$ cat src/sv/arfp_pkg.sv
// arfp_pkg: types, character codes, frame offsets and status codes of the
// ascii range frame parser; used by every module of the block but arfp_fifo
`default_nettype none
package arfp_pkg;

    localparam int MAX_FRAME_BYTES = 64;
    localparam int MID_DEPTH_DEF   = 2;
    localparam int OUT_DEPTH_DEF   = 2;

    localparam logic [7:0] CH_DOLLAR = 8'h24;
    localparam logic [7:0] CH_AMP    = 8'h26;
    localparam logic [7:0] CH_ZERO   = 8'h30;
    localparam logic [7:0] CH_NINE   = 8'h39;

    localparam logic [1:0] ST_OK   = 2'd0;
    localparam logic [1:0] ST_CSUM = 2'd1;
    localparam logic [1:0] ST_LONG = 2'd2;
    localparam logic [1:0] ST_AMP  = 2'd3;

    localparam logic [6:0] TY_DIST   = 7'd21;
    localparam logic [6:0] TY_CONT_A = 7'd24;
    localparam logic [6:0] TY_CONT_B = 7'd25;
    localparam logic [6:0] TY_LASER  = 7'd26;
    localparam logic [6:0] TY_ACK    = 7'd33;

    localparam logic [7:0] POS_COUNT_PAIR = 8'd4;
    localparam logic [7:0] POS_TYPE_PAIR  = 8'd6;
    localparam logic [7:0] POS_FIELD_LO   = 8'd7;
    localparam logic [7:0] POS_COUNT_END  = 8'd10;
    localparam logic [7:0] POS_SHORT_END  = 8'd14;
    localparam logic [7:0] POS_DIST_END   = 8'd18;
    localparam logic [7:0] POS_MAX_END    = 8'd26;
    localparam logic [7:0] POS_MIN_END    = 8'd34;

    typedef enum logic [1:0] {
        TOK_START,
        TOK_AMP,
        TOK_BYTE
    } t_tok_kind;

    typedef struct packed {
        t_tok_kind  kind;
        logic [7:0] pos;
        logic       dig;
        logic [3:0] digit;
        logic [6:0] pv;
        logic       add_sum;
        logic       set_type;
        logic       oversize;
        logic       finish;
        logic [7:0] fend;
    } t_tok;

    typedef struct packed {
        logic [1:0]  frame_status;
        logic [6:0]  msg_type;
        logic        unknown_type;
        logic [13:0] sample_count;
        logic [26:0] distance_mm;
        logic [26:0] max_distance_mm;
        logic [26:0] min_distance_mm;
        logic        laser_on;
        logic        response_seen;
    } t_res;

endpackage
`default_nettype wire

$ cat src/sv/arfp_fifo.sv
// arfp_fifo: small register queue with push/full and pop/empty sides
// no package dependency; DEPTH must be at least 2
`default_nettype none
module arfp_fifo #(
    parameter int WIDTH = 8,
    parameter int DEPTH = 2
) (
    input  wire logic             i_clk,
    input  wire logic             i_rst_n,
    input  wire logic             i_push,
    input  wire logic [WIDTH-1:0] i_data,
    output logic                  o_full,
    input  wire logic             i_pop,
    output logic                  o_empty,
    output logic [WIDTH-1:0]      o_data
);
    localparam int AW = $clog2(DEPTH);
    localparam int CW = $clog2(DEPTH + 1);

    logic [WIDTH-1:0] r_mem [DEPTH];
    logic [AW-1:0]    r_wr, n_wr;
    logic [AW-1:0]    r_rd, n_rd;
    logic [CW-1:0]    r_cnt, n_cnt;
    logic             do_push, do_pop;

    assign o_full  = (r_cnt == CW'(DEPTH));
    assign o_empty = (r_cnt == '0);
    assign o_data  = r_mem[r_rd];
    assign do_push = i_push && !o_full;
    assign do_pop  = i_pop && !o_empty;

    always_comb begin
        n_wr  = r_wr;
        n_rd  = r_rd;
        n_cnt = r_cnt;
        if (do_push) begin
            n_wr = (r_wr == AW'(DEPTH - 1)) ? '0 : r_wr + 1'b1;
        end
        if (do_pop) begin
            n_rd = (r_rd == AW'(DEPTH - 1)) ? '0 : r_rd + 1'b1;
        end
        unique case ({do_push, do_pop})
            2'b10:   n_cnt = r_cnt + 1'b1;
            2'b01:   n_cnt = r_cnt - 1'b1;
            default: n_cnt = r_cnt;
        endcase
    end

    always_ff @(posedge i_clk) begin
        if (!i_rst_n) begin
            r_wr  <= '0;
            r_rd  <= '0;
            r_cnt <= '0;
        end else begin
            r_wr  <= n_wr;
            r_rd  <= n_rd;
            r_cnt <= n_cnt;
        end
    end

    always_ff @(posedge i_clk) begin
        if (do_push) begin
            r_mem[r_wr] <= i_data;
        end
    end

endmodule
`default_nettype wire

$ cat src/sv/arfp_front.sv
// arfp_front: byte framing; hunts for the start mark, tracks offset, pair
// digits and pair count, and emits one token per relevant item; uses arfp_pkg
`default_nettype none
module arfp_front (
    input  wire logic         i_clk,
    input  wire logic         i_rst_n,
    input  wire logic         i_accept,
    input  wire logic [7:0]   i_rx_byte,
    output logic              o_tok_push,
    output arfp_pkg::t_tok    o_tok
);
    import arfp_pkg::*;

    logic       r_in_frame, n_in_frame;
    logic [7:0] r_pos, n_pos;
    logic [6:0] r_pcnt, n_pcnt;
    logic [3:0] r_first, n_first;
    logic       r_first_bad, n_first_bad;

    logic       dig;
    logic [3:0] digit;
    logic [7:0] p;
    logic [6:0] pv;
    logic [6:0] pc_eff;
    logic [7:0] fend;
    logic       is_pair;
    logic       oversize;
    logic       in_count;
    logic [9:0] need_bytes;

    assign dig        = (i_rx_byte >= CH_ZERO) && (i_rx_byte <= CH_NINE);
    assign digit      = dig ? i_rx_byte[3:0] : 4'd0;
    assign p          = r_pos + 8'd1;
    assign pv         = (r_first_bad || !dig) ? 7'd0
                        : ({r_first, 3'b000} + {2'b00, r_first, 1'b0} + {3'b000, digit});
    assign pc_eff     = (p == POS_COUNT_PAIR) ? pv : r_pcnt;
    assign fend       = {pc_eff, 1'b0} + POS_COUNT_PAIR;
    assign is_pair    = (p >= POS_COUNT_PAIR) && !p[0];
    assign need_bytes = {2'b00, pv, 1'b0} + 10'd6;
    assign oversize   = (p == POS_COUNT_PAIR) && (need_bytes > 10'(MAX_FRAME_BYTES));
    assign in_count   = ({1'b0, p[7:1]} < ({1'b0, r_pcnt} + 8'd2));

    always_comb begin
        n_in_frame  = r_in_frame;
        n_pos       = r_pos;
        n_pcnt      = r_pcnt;
        n_first     = r_first;
        n_first_bad = r_first_bad;
        if (i_accept) begin
            if (!r_in_frame) begin
                if (i_rx_byte == CH_DOLLAR) begin
                    n_in_frame  = 1'b1;
                    n_pos       = '0;
                    n_pcnt      = '0;
                    n_first     = '0;
                    n_first_bad = 1'b0;
                end
            end else begin
                n_pos = p;
                if (p >= 8'd3 && p[0]) begin
                    n_first     = digit;
                    n_first_bad = !dig;
                end
                if (p == POS_COUNT_PAIR) begin
                    n_pcnt = pv;
                end
                if (oversize || (p == fend)) begin
                    n_in_frame = 1'b0;
                end
            end
        end
    end

    always_comb begin
        o_tok          = '0;
        o_tok.pos      = p;
        o_tok.dig      = dig;
        o_tok.digit    = digit;
        o_tok.pv       = pv;
        o_tok.add_sum  = is_pair && ((p == POS_COUNT_PAIR) || in_count);
        o_tok.set_type = (p == POS_TYPE_PAIR);
        o_tok.oversize = oversize;
        o_tok.finish   = (p == fend) && !oversize;
        o_tok.fend     = fend;
        o_tok_push     = 1'b0;
        if (r_in_frame) begin
            o_tok.kind = TOK_BYTE;
            o_tok_push = i_accept;
        end else if (i_rx_byte == CH_DOLLAR) begin
            o_tok.kind = TOK_START;
            o_tok_push = i_accept;
        end else begin
            o_tok.kind = TOK_AMP;
            o_tok_push = i_accept && (i_rx_byte == CH_AMP);
        end
    end

    always_ff @(posedge i_clk) begin
        if (!i_rst_n) begin
            r_in_frame  <= 1'b0;
            r_pos       <= '0;
            r_pcnt      <= '0;
            r_first     <= '0;
            r_first_bad <= 1'b0;
        end else begin
            r_in_frame  <= n_in_frame;
            r_pos       <= n_pos;
            r_pcnt      <= n_pcnt;
            r_first     <= n_first;
            r_first_bad <= n_first_bad;
        end
    end

endmodule
`default_nettype wire

$ cat src/sv/arfp_back.sv
// arfp_back: consumes tokens; field accumulators, checksum, stored status
// and result building; uses arfp_pkg
`default_nettype none
module arfp_back (
    input  wire logic          i_clk,
    input  wire logic          i_rst_n,
    input  wire logic          i_tok_valid,
    input  wire arfp_pkg::t_tok i_tok,
    output logic               o_tok_pop,
    input  wire logic          i_res_full,
    output logic               o_res_push,
    output arfp_pkg::t_res     o_res
);
    import arfp_pkg::*;

    function automatic logic [26:0] dec_shift(input logic [26:0] a, input logic [3:0] d);
        dec_shift = {a[23:0], 3'b000} + {a[25:0], 1'b0} + {23'd0, d};
    endfunction

    function automatic logic [26:0] field_val(input logic [26:0] a, input logic bad,
                                               input logic [7:0] last, input logic [7:0] fend);
        field_val = (bad || (last > fend)) ? 27'd0 : a;
    endfunction

    logic [6:0]  r_sum, n_sum;
    logic [6:0]  r_type, n_type;
    logic [13:0] r_cnt_acc, n_cnt_acc;
    logic [26:0] r_dist_acc, n_dist_acc;
    logic [26:0] r_max_acc, n_max_acc;
    logic [26:0] r_min_acc, n_min_acc;
    logic [3:0]  r_bad, n_bad;
    logic [13:0] r_count, n_count;
    logic [26:0] r_dist, n_dist;
    logic [26:0] r_max, n_max;
    logic [26:0] r_min, n_min;
    logic        r_laser, n_laser;
    logic        r_ack, n_ack;

    logic        go;
    logic [7:0]  sum_raw;
    logic        cont_type;
    logic [1:0]  res_status;
    logic [6:0]  res_type;
    logic        res_unk;

    assign go        = i_tok_valid && !i_res_full;
    assign o_tok_pop = go;
    assign sum_raw   = {1'b0, r_sum} + {1'b0, i_tok.pv};
    assign cont_type = (r_type == TY_CONT_A) || (r_type == TY_CONT_B);

    always_comb begin
        n_sum      = r_sum;
        n_type     = r_type;
        n_cnt_acc  = r_cnt_acc;
        n_dist_acc = r_dist_acc;
        n_max_acc  = r_max_acc;
        n_min_acc  = r_min_acc;
        n_bad      = r_bad;
        n_count    = r_count;
        n_dist     = r_dist;
        n_max      = r_max;
        n_min      = r_min;
        n_laser    = r_laser;
        n_ack      = r_ack;
        o_res_push = 1'b0;
        res_status = ST_OK;
        res_type   = '0;
        res_unk    = 1'b0;
        if (go) begin
            unique case (i_tok.kind)
                TOK_START: begin
                    n_sum      = '0;
                    n_type     = '0;
                    n_cnt_acc  = '0;
                    n_dist_acc = '0;
                    n_max_acc  = '0;
                    n_min_acc  = '0;
                    n_bad      = '0;
                end
                TOK_AMP: begin
                    o_res_push = 1'b1;
                    res_status = ST_AMP;
                end
                TOK_BYTE: begin
                    // field digits, offsets 7 to 34
                    if (i_tok.pos >= POS_FIELD_LO && i_tok.pos <= POS_MIN_END) begin
                        if (cont_type) begin
                            priority if (i_tok.pos <= POS_COUNT_END) begin
                                if (i_tok.dig) begin
                                    n_cnt_acc = 14'(dec_shift(27'(r_cnt_acc), i_tok.digit));
                                end else begin
                                    n_bad[0] = 1'b1;
                                end
                            end else if (i_tok.pos <= POS_DIST_END) begin
                                if (i_tok.dig) begin
                                    n_dist_acc = dec_shift(r_dist_acc, i_tok.digit);
                                end else begin
                                    n_bad[1] = 1'b1;
                                end
                            end else if (i_tok.pos <= POS_MAX_END) begin
                                if (i_tok.dig) begin
                                    n_max_acc = dec_shift(r_max_acc, i_tok.digit);
                                end else begin
                                    n_bad[2] = 1'b1;
                                end
                            end else begin
                                if (i_tok.dig) begin
                                    n_min_acc = dec_shift(r_min_acc, i_tok.digit);
                                end else begin
                                    n_bad[3] = 1'b1;
                                end
                            end
                        end else if (r_type == TY_DIST && i_tok.pos <= POS_SHORT_END) begin
                            if (i_tok.dig) begin
                                n_dist_acc = dec_shift(r_dist_acc, i_tok.digit);
                            end else begin
                                n_bad[1] = 1'b1;
                            end
                        end
                    end
                    if (i_tok.add_sum) begin
                        n_sum = (sum_raw >= 8'd100) ? 7'(sum_raw - 8'd100) : sum_raw[6:0];
                    end
                    if (i_tok.set_type) begin
                        n_type = i_tok.pv;
                    end
                    if (i_tok.oversize) begin
                        o_res_push = 1'b1;
                        res_status = ST_LONG;
                    end else if (i_tok.finish) begin
                        o_res_push = 1'b1;
                        res_type   = n_type;
                        if (n_sum != i_tok.pv) begin
                            res_status = ST_CSUM;
                        end else begin
                            res_status = ST_OK;
                            priority if (n_type == TY_ACK) begin
                                n_ack = 1'b1;
                            end else if (n_type == TY_CONT_A || n_type == TY_CONT_B) begin
                                n_count = 14'(field_val(27'(n_cnt_acc), n_bad[0],
                                                        POS_COUNT_END, i_tok.fend));
                                n_dist  = field_val(n_dist_acc, n_bad[1], POS_DIST_END,
                                                    i_tok.fend);
                                n_max   = field_val(n_max_acc, n_bad[2], POS_MAX_END,
                                                    i_tok.fend);
                                n_min   = field_val(n_min_acc, n_bad[3], POS_MIN_END,
                                                    i_tok.fend);
                            end else if (n_type == TY_DIST) begin
                                n_dist = field_val(n_dist_acc, n_bad[1], POS_SHORT_END,
                                                   i_tok.fend);
                            end else if (n_type == TY_LASER) begin
                                n_laser = !r_laser;
                            end else begin
                                res_unk = 1'b1;
                            end
                        end
                    end
                end
                default: begin
                end
            endcase
        end
    end

    always_comb begin
        o_res.frame_status    = res_status;
        o_res.msg_type        = res_type;
        o_res.unknown_type    = res_unk;
        o_res.sample_count    = n_count;
        o_res.distance_mm     = n_dist;
        o_res.max_distance_mm = n_max;
        o_res.min_distance_mm = n_min;
        o_res.laser_on        = n_laser;
        o_res.response_seen   = n_ack;
    end

    always_ff @(posedge i_clk) begin
        if (!i_rst_n) begin
            r_sum      <= '0;
            r_type     <= '0;
            r_cnt_acc  <= '0;
            r_dist_acc <= '0;
            r_max_acc  <= '0;
            r_min_acc  <= '0;
            r_bad      <= '0;
            r_count    <= '0;
            r_dist     <= '0;
            r_max      <= '0;
            r_min      <= '0;
            r_laser    <= 1'b0;
            r_ack      <= 1'b0;
        end else begin
            r_sum      <= n_sum;
            r_type     <= n_type;
            r_cnt_acc  <= n_cnt_acc;
            r_dist_acc <= n_dist_acc;
            r_max_acc  <= n_max_acc;
            r_min_acc  <= n_min_acc;
            r_bad      <= n_bad;
            r_count    <= n_count;
            r_dist     <= n_dist;
            r_max      <= n_max;
            r_min      <= n_min;
            r_laser    <= n_laser;
            r_ack      <= n_ack;
        end
    end

endmodule
`default_nettype wire

$ cat src/sv/ascii_range_frame_parser.sv
// ascii_range_frame_parser: top level; framing front, token queue, frame
// back end and result queue; uses arfp_pkg, arfp_fifo, arfp_front, arfp_back
//
// usage:
//   input side is a queue: drive i_rx_byte with push; a byte is taken at an
//   edge with push high and full low. one received byte per item.
//   result side is a queue: while empty is low the oldest result sits on the
//   o_ ports; it is taken at an edge with pop high and empty low.
//   a result comes for each finished frame (accepted, checksum mismatch or
//   oversized) and for an ampersand seen while hunting; other bytes give none.
//   the token of the byte ending a frame passes the token queue, then the
//   back end pushes its result into the result queue. throughput, unless
//   stalled: one byte per cycle; the back end handles one token a cycle.
//   stall: with pop low the result queue fills, the back end holds its token,
//   the token queue fills and full rises; nothing is dropped.
//   reset (synchronous, i_rst_n low): both queues empty, parser hunting for
//   the start mark, all stored status cleared to zero.
`default_nettype none
module ascii_range_frame_parser #(
    parameter int MID_DEPTH = arfp_pkg::MID_DEPTH_DEF,
    parameter int OUT_DEPTH = arfp_pkg::OUT_DEPTH_DEF
) (
    input  wire logic        i_clk,
    input  wire logic        i_rst_n,
    input  wire logic        push,
    output logic             full,
    input  wire logic [7:0]  i_rx_byte,
    output logic             empty,
    input  wire logic        pop,
    output logic [1:0]       o_frame_status,
    output logic [6:0]       o_msg_type,
    output logic             o_unknown_type,
    output logic [13:0]      o_sample_count,
    output logic [26:0]      o_distance_mm,
    output logic [26:0]      o_max_distance_mm,
    output logic [26:0]      o_min_distance_mm,
    output logic             o_laser_on,
    output logic             o_response_seen
);
    import arfp_pkg::*;

    localparam int TOK_W = $bits(t_tok);
    localparam int RES_W = $bits(t_res);

    logic accept;
    logic tok_push;
    t_tok tok_in, tok_out;
    logic tok_empty;
    logic tok_pop;
    logic res_push;
    logic res_full;
    t_res res_in, res_out;

    assign accept = push && !full;

    arfp_front u_front (
        .i_clk      (i_clk),
        .i_rst_n    (i_rst_n),
        .i_accept   (accept),
        .i_rx_byte  (i_rx_byte),
        .o_tok_push (tok_push),
        .o_tok      (tok_in)
    );

    arfp_fifo #(
        .WIDTH (TOK_W),
        .DEPTH (MID_DEPTH)
    ) u_tok_q (
        .i_clk   (i_clk),
        .i_rst_n (i_rst_n),
        .i_push  (tok_push),
        .i_data  (tok_in),
        .o_full  (full),
        .i_pop   (tok_pop),
        .o_empty (tok_empty),
        .o_data  (tok_out)
    );

    arfp_back u_back (
        .i_clk       (i_clk),
        .i_rst_n     (i_rst_n),
        .i_tok_valid (!tok_empty),
        .i_tok       (tok_out),
        .o_tok_pop   (tok_pop),
        .i_res_full  (res_full),
        .o_res_push  (res_push),
        .o_res       (res_in)
    );

    arfp_fifo #(
        .WIDTH (RES_W),
        .DEPTH (OUT_DEPTH)
    ) u_res_q (
        .i_clk   (i_clk),
        .i_rst_n (i_rst_n),
        .i_push  (res_push),
        .i_data  (res_in),
        .o_full  (res_full),
        .i_pop   (pop),
        .o_empty (empty),
        .o_data  (res_out)
    );

    assign o_frame_status    = res_out.frame_status;
    assign o_msg_type        = res_out.msg_type;
    assign o_unknown_type    = res_out.unknown_type;
    assign o_sample_count    = res_out.sample_count;
    assign o_distance_mm     = res_out.distance_mm;
    assign o_max_distance_mm = res_out.max_distance_mm;
    assign o_min_distance_mm = res_out.min_distance_mm;
    assign o_laser_on        = res_out.laser_on;
    assign o_response_seen   = res_out.response_seen;

    // a result is only built from a token taken in the same cycle
    a_res_needs_tok: assert property (@(posedge i_clk) disable iff (!i_rst_n)
        res_push |-> (tok_pop && !res_full))
        else $error("result pushed without a consumed token");

    // an unknown type is only flagged on an accepted frame
    a_unk_only_ok: assert property (@(posedge i_clk) disable iff (!i_rst_n)
        (res_push && res_in.unknown_type) |-> (res_in.frame_status == ST_OK))
        else $error("unknown type on a rejected frame");

    // oversized and ampersand results carry type zero
    a_reject_type_zero: assert property (@(posedge i_clk) disable iff (!i_rst_n)
        (res_push && (res_in.frame_status == ST_LONG || res_in.frame_status == ST_AMP))
        |-> (res_in.msg_type == '0))
        else $error("nonzero type on early reject");

    // the laser state only changes on an accepted laser frame
    a_laser_toggle: assert property (@(posedge i_clk) disable iff (!i_rst_n)
        (res_push && (res_in.laser_on != $past(res_in.laser_on)) && $past(res_push)
         && $past(i_rst_n))
        |-> (res_in.frame_status == ST_OK && res_in.msg_type == TY_LASER))
        else $error("laser state changed outside a laser frame");

endmodule
`default_nettype wire

$ cat config.mk
export PLATFORM = sky130hd
export DESIGN_NAME = ascii_range_frame_parser
export DESIGN_NICKNAME = d
export VERILOG_FILES = /design/src/sv/arfp_pkg.sv /design/src/sv/arfp_fifo.sv /design/src/sv/arfp_front.sv /design/src/sv/arfp_back.sv /design/src/sv/ascii_range_frame_parser.sv
export SDC_FILE = /design/constraint.sdc
export NUM_CORES = 1
export LEC_CHECK = 0
export ABC_CLOCK_PERIOD_IN_PS = 11600
export BUFFER_PORTS_ARGS = -buffer_cell sky130_fd_sc_hd__buf_2
export CORE_UTILIZATION = 32
export CTS_CLUSTER_DIAMETER = 30
export DETAILED_ROUTE_END_ITERATION = 8
export GPL_ROUTABILITY_DRIVEN = 1
export HOLD_SLACK_MARGIN = 0.12
export PLACE_DENSITY = 0.49
export SYNTH_ARGS = -nofsm -noshare
export SYNTH_HDL_FRONTEND = slang
export SYNTH_HIERARCHICAL = 1
export SYNTH_SLANG_ARGS = --single-unit
$ cat constraint.sdc
create_clock -name i_clk -period 11.6 [get_ports i_clk]
set_input_delay 1.16 -clock i_clk [delete_from_list [all_inputs] [get_ports i_clk]]
set_output_delay 1.16 -clock i_clk [all_outputs]
set_load 0.05 [all_outputs]
==> run summary <==
Register Area: 13200 um2
Starting Density: 32.3%
Period utilization: 50.3%
Netlist Area Pre-Place: 28600 um2
Layout cell share with drive strength beyond 1: 20.3%
Die W: 301 um
Power Dens Cells: 164 nW/um2
Ports: 121
Nets@finish: 3088
VDD IR max: 0.000135 V
Clk buf depth: 3
DRT iter0 DRCs: 1070
CTS H-tree lvls: 4
Vias per inst: 5.11
Antenna Violating Nets Remaining: 0
TritonCTS buffer count: 138
CP Class: register to register
Via Count: 21200
Setup tns final: 0 ps
Failing checks: design-rule violations
Clock Tree Root: clkbuf_16
CP Capture Type: register
Pin count of the biggest net entering global routing: 92
Clock sink total: 521
Gr ovfl total: 0
# fillers: 8571
Leakage power: 0.0141 uW
Cells after Synth: 2705
DR DRC count: 23
Yosys Warn Count: 6
Final Cell Area: 35100 um2
Wire per inst: 18.1 um
Reg clk slew, reported paths: 40 ps
Area of the die: 90600 um2
Initial antenna violation count: 1
GP Congestion: 0.854
Worst Path Required: 12210 ps
Cts hold-fix bufs: 0
Clk Latency, worst-skew pair: 720 ps
Rows: 109
Final Max Slew Viols: 0
Synthesized Nets: 2927
Worst-path fanout max: 81
Max Clock Freq: 0.171 GHz
Outcome: complete, but fails checks
HP Class: register to register
Post-Route WL: 75100 um
Core Region: 88500 um2
Multi-input logic area: 14600 um2
RSZ-0062 raised after global routing: false
Cell Area, Placed: 30300 um2
Critical path launch point type: register
Max Cap Viol: 0
Worst slew pin tran: 1240 ps
First-pass GRT wire length: 119000 um
Die H: 301 um
First-pass detailed-route iteration total: 7
Post-CTS Setup Bufs: 0
Post-DP HPWL: 50500 um
Vias in the first global route: 21400
Port buffer count: 120
Avg Inst Size Synth: 10.6 um2
Final Hold Fails: 0
Worst EP arrival: 6440 ps
Post-CTS sizing: 0
Final min period: 5830 ps
Worst clock skew: 48.4 ps
CTS tree: done
Max-slew headroom: 17.6%
Final setup vio count: 0
Area Overhead vs Synth: 22.6%
Tot GR Track Use: 16.7%
Diode count: 0
[report_power, final]
group	switching, uW	internal [uW]
clock network	1180	2590
logic	25.1	6.83
registers	0.241	1930
total	1210	4530
[metal layers]
metal  global-route usage (%)  up-vias  wire (um)
met4                     6.15        0       1720
met5                        0        -          0
met2                     27.7      476      35700
met1                     21.3    10300      34500
li1                         -    10200          -
met3                     3.16      134       3170
[sequential cells by signal (all words and copies together), names as in the netlist, 4 cells and up, named ones only]
signal,flops
u_back/r_sum,7
u_res_q/r_mem,214
u_back/r_max_acc,27
u_back/r_min_acc,27
u_back/r_count,14
u_back/r_dist,27
u_back/r_cnt_acc,14
u_back/r_min,27
u_back/r_dist_acc,27
u_front/r_pcnt,7
u_back/r_type,7
u_tok_q/r_mem,66
u_front/r_first,4
u_back/r_max,27
u_back/r_bad,4
u_front/r_pos,8
[placed cells by master (no fill, tap or decap), types with 10 or more instances in the layout]
cell type / instances
nor2_1: 301
edfxtp_1: 280
dfxtp_1: 240
mux2_2: 207
ha_1: 199
a21oi_1: 185
nand2_1: 150
clkbuf_16: 139
buf_2: 119
and2_1: 101
inv_1: 77
o21ai_0: 74
xnor2_1: 67
nand3_1: 61
mux2i_1: 51
a22oi_1: 45
xor2_1: 42
a21o_1: 37
o21a_1: 37
nor2b_1: 36
clkbuf_1: 33
nor3_1: 33
and3_1: 24
buf_4: 22
a31oi_1: 22
a211oi_1: 22
or3_1: 21
clkinv_2: 19
o211ai_1: 17
nand2b_1: 16
bufinv_16: 15
mux2_1: 15
clkinv_1: 14
clkinvlp_4: 12
nand4_1: 11
fa_1: 11
a2bb2oi_1: 10
[path summary, 6_finish.rpt]
path                               start                           to  slack, ps  cells past startpoint
max                             register  u_back/r_min[12]$_SDFF_PN0_       5770                     18
min          u_back/r_min[21]$_SDFF_PN0_  u_back/r_min[21]$_SDFF_PN0_        450                      2
max reg2reg                     register  u_back/r_min[12]$_SDFF_PN0_       5770                     18
min reg2reg  u_back/r_min[21]$_SDFF_PN0_  u_back/r_min[21]$_SDFF_PN0_        450                      2
[through the flow]
stage	utilization, %	power, uW	hold WS, ps	instances	setup WS, ps
floorplan	-	1980	431	2705	6820
global placement	34.3	2000	442	3891	5760
detailed placement	34.3	2000	447	3891	5760
CTS	39.6	5820	454	4145	5750
global route	39.6	5920	466	4145	5380
finish	39.6	5740	451	4145	5770
[area by class of cell]
class	instances	area share, %
flip-flops and latches	521	37.8
clock buffers	179	10.5
repair buffers	141	2.17
multi-input cells	1983	41.5
well taps	1165	4.16
inverters	81	0.878
clock inverters	75	2.98
[worst max-delay path: stages, from the launching register on]
cell and delay (ps):
dfxtp_1 300, buf_4 390, mux2_2 480, ha_1 320, a21o_1 230, a21oi_1 180
xnor2_1 220, inv_1 190, ha_1 230, nand2_1 120, o211ai_1 200, and4_1 270
o31a_1 290, or2_1 260, nand3b_1 330, nor2_4 140, buf_4 900, mux2_2 450
and2_1 160
No activity file was read; power rests on OpenSTA's default activity.
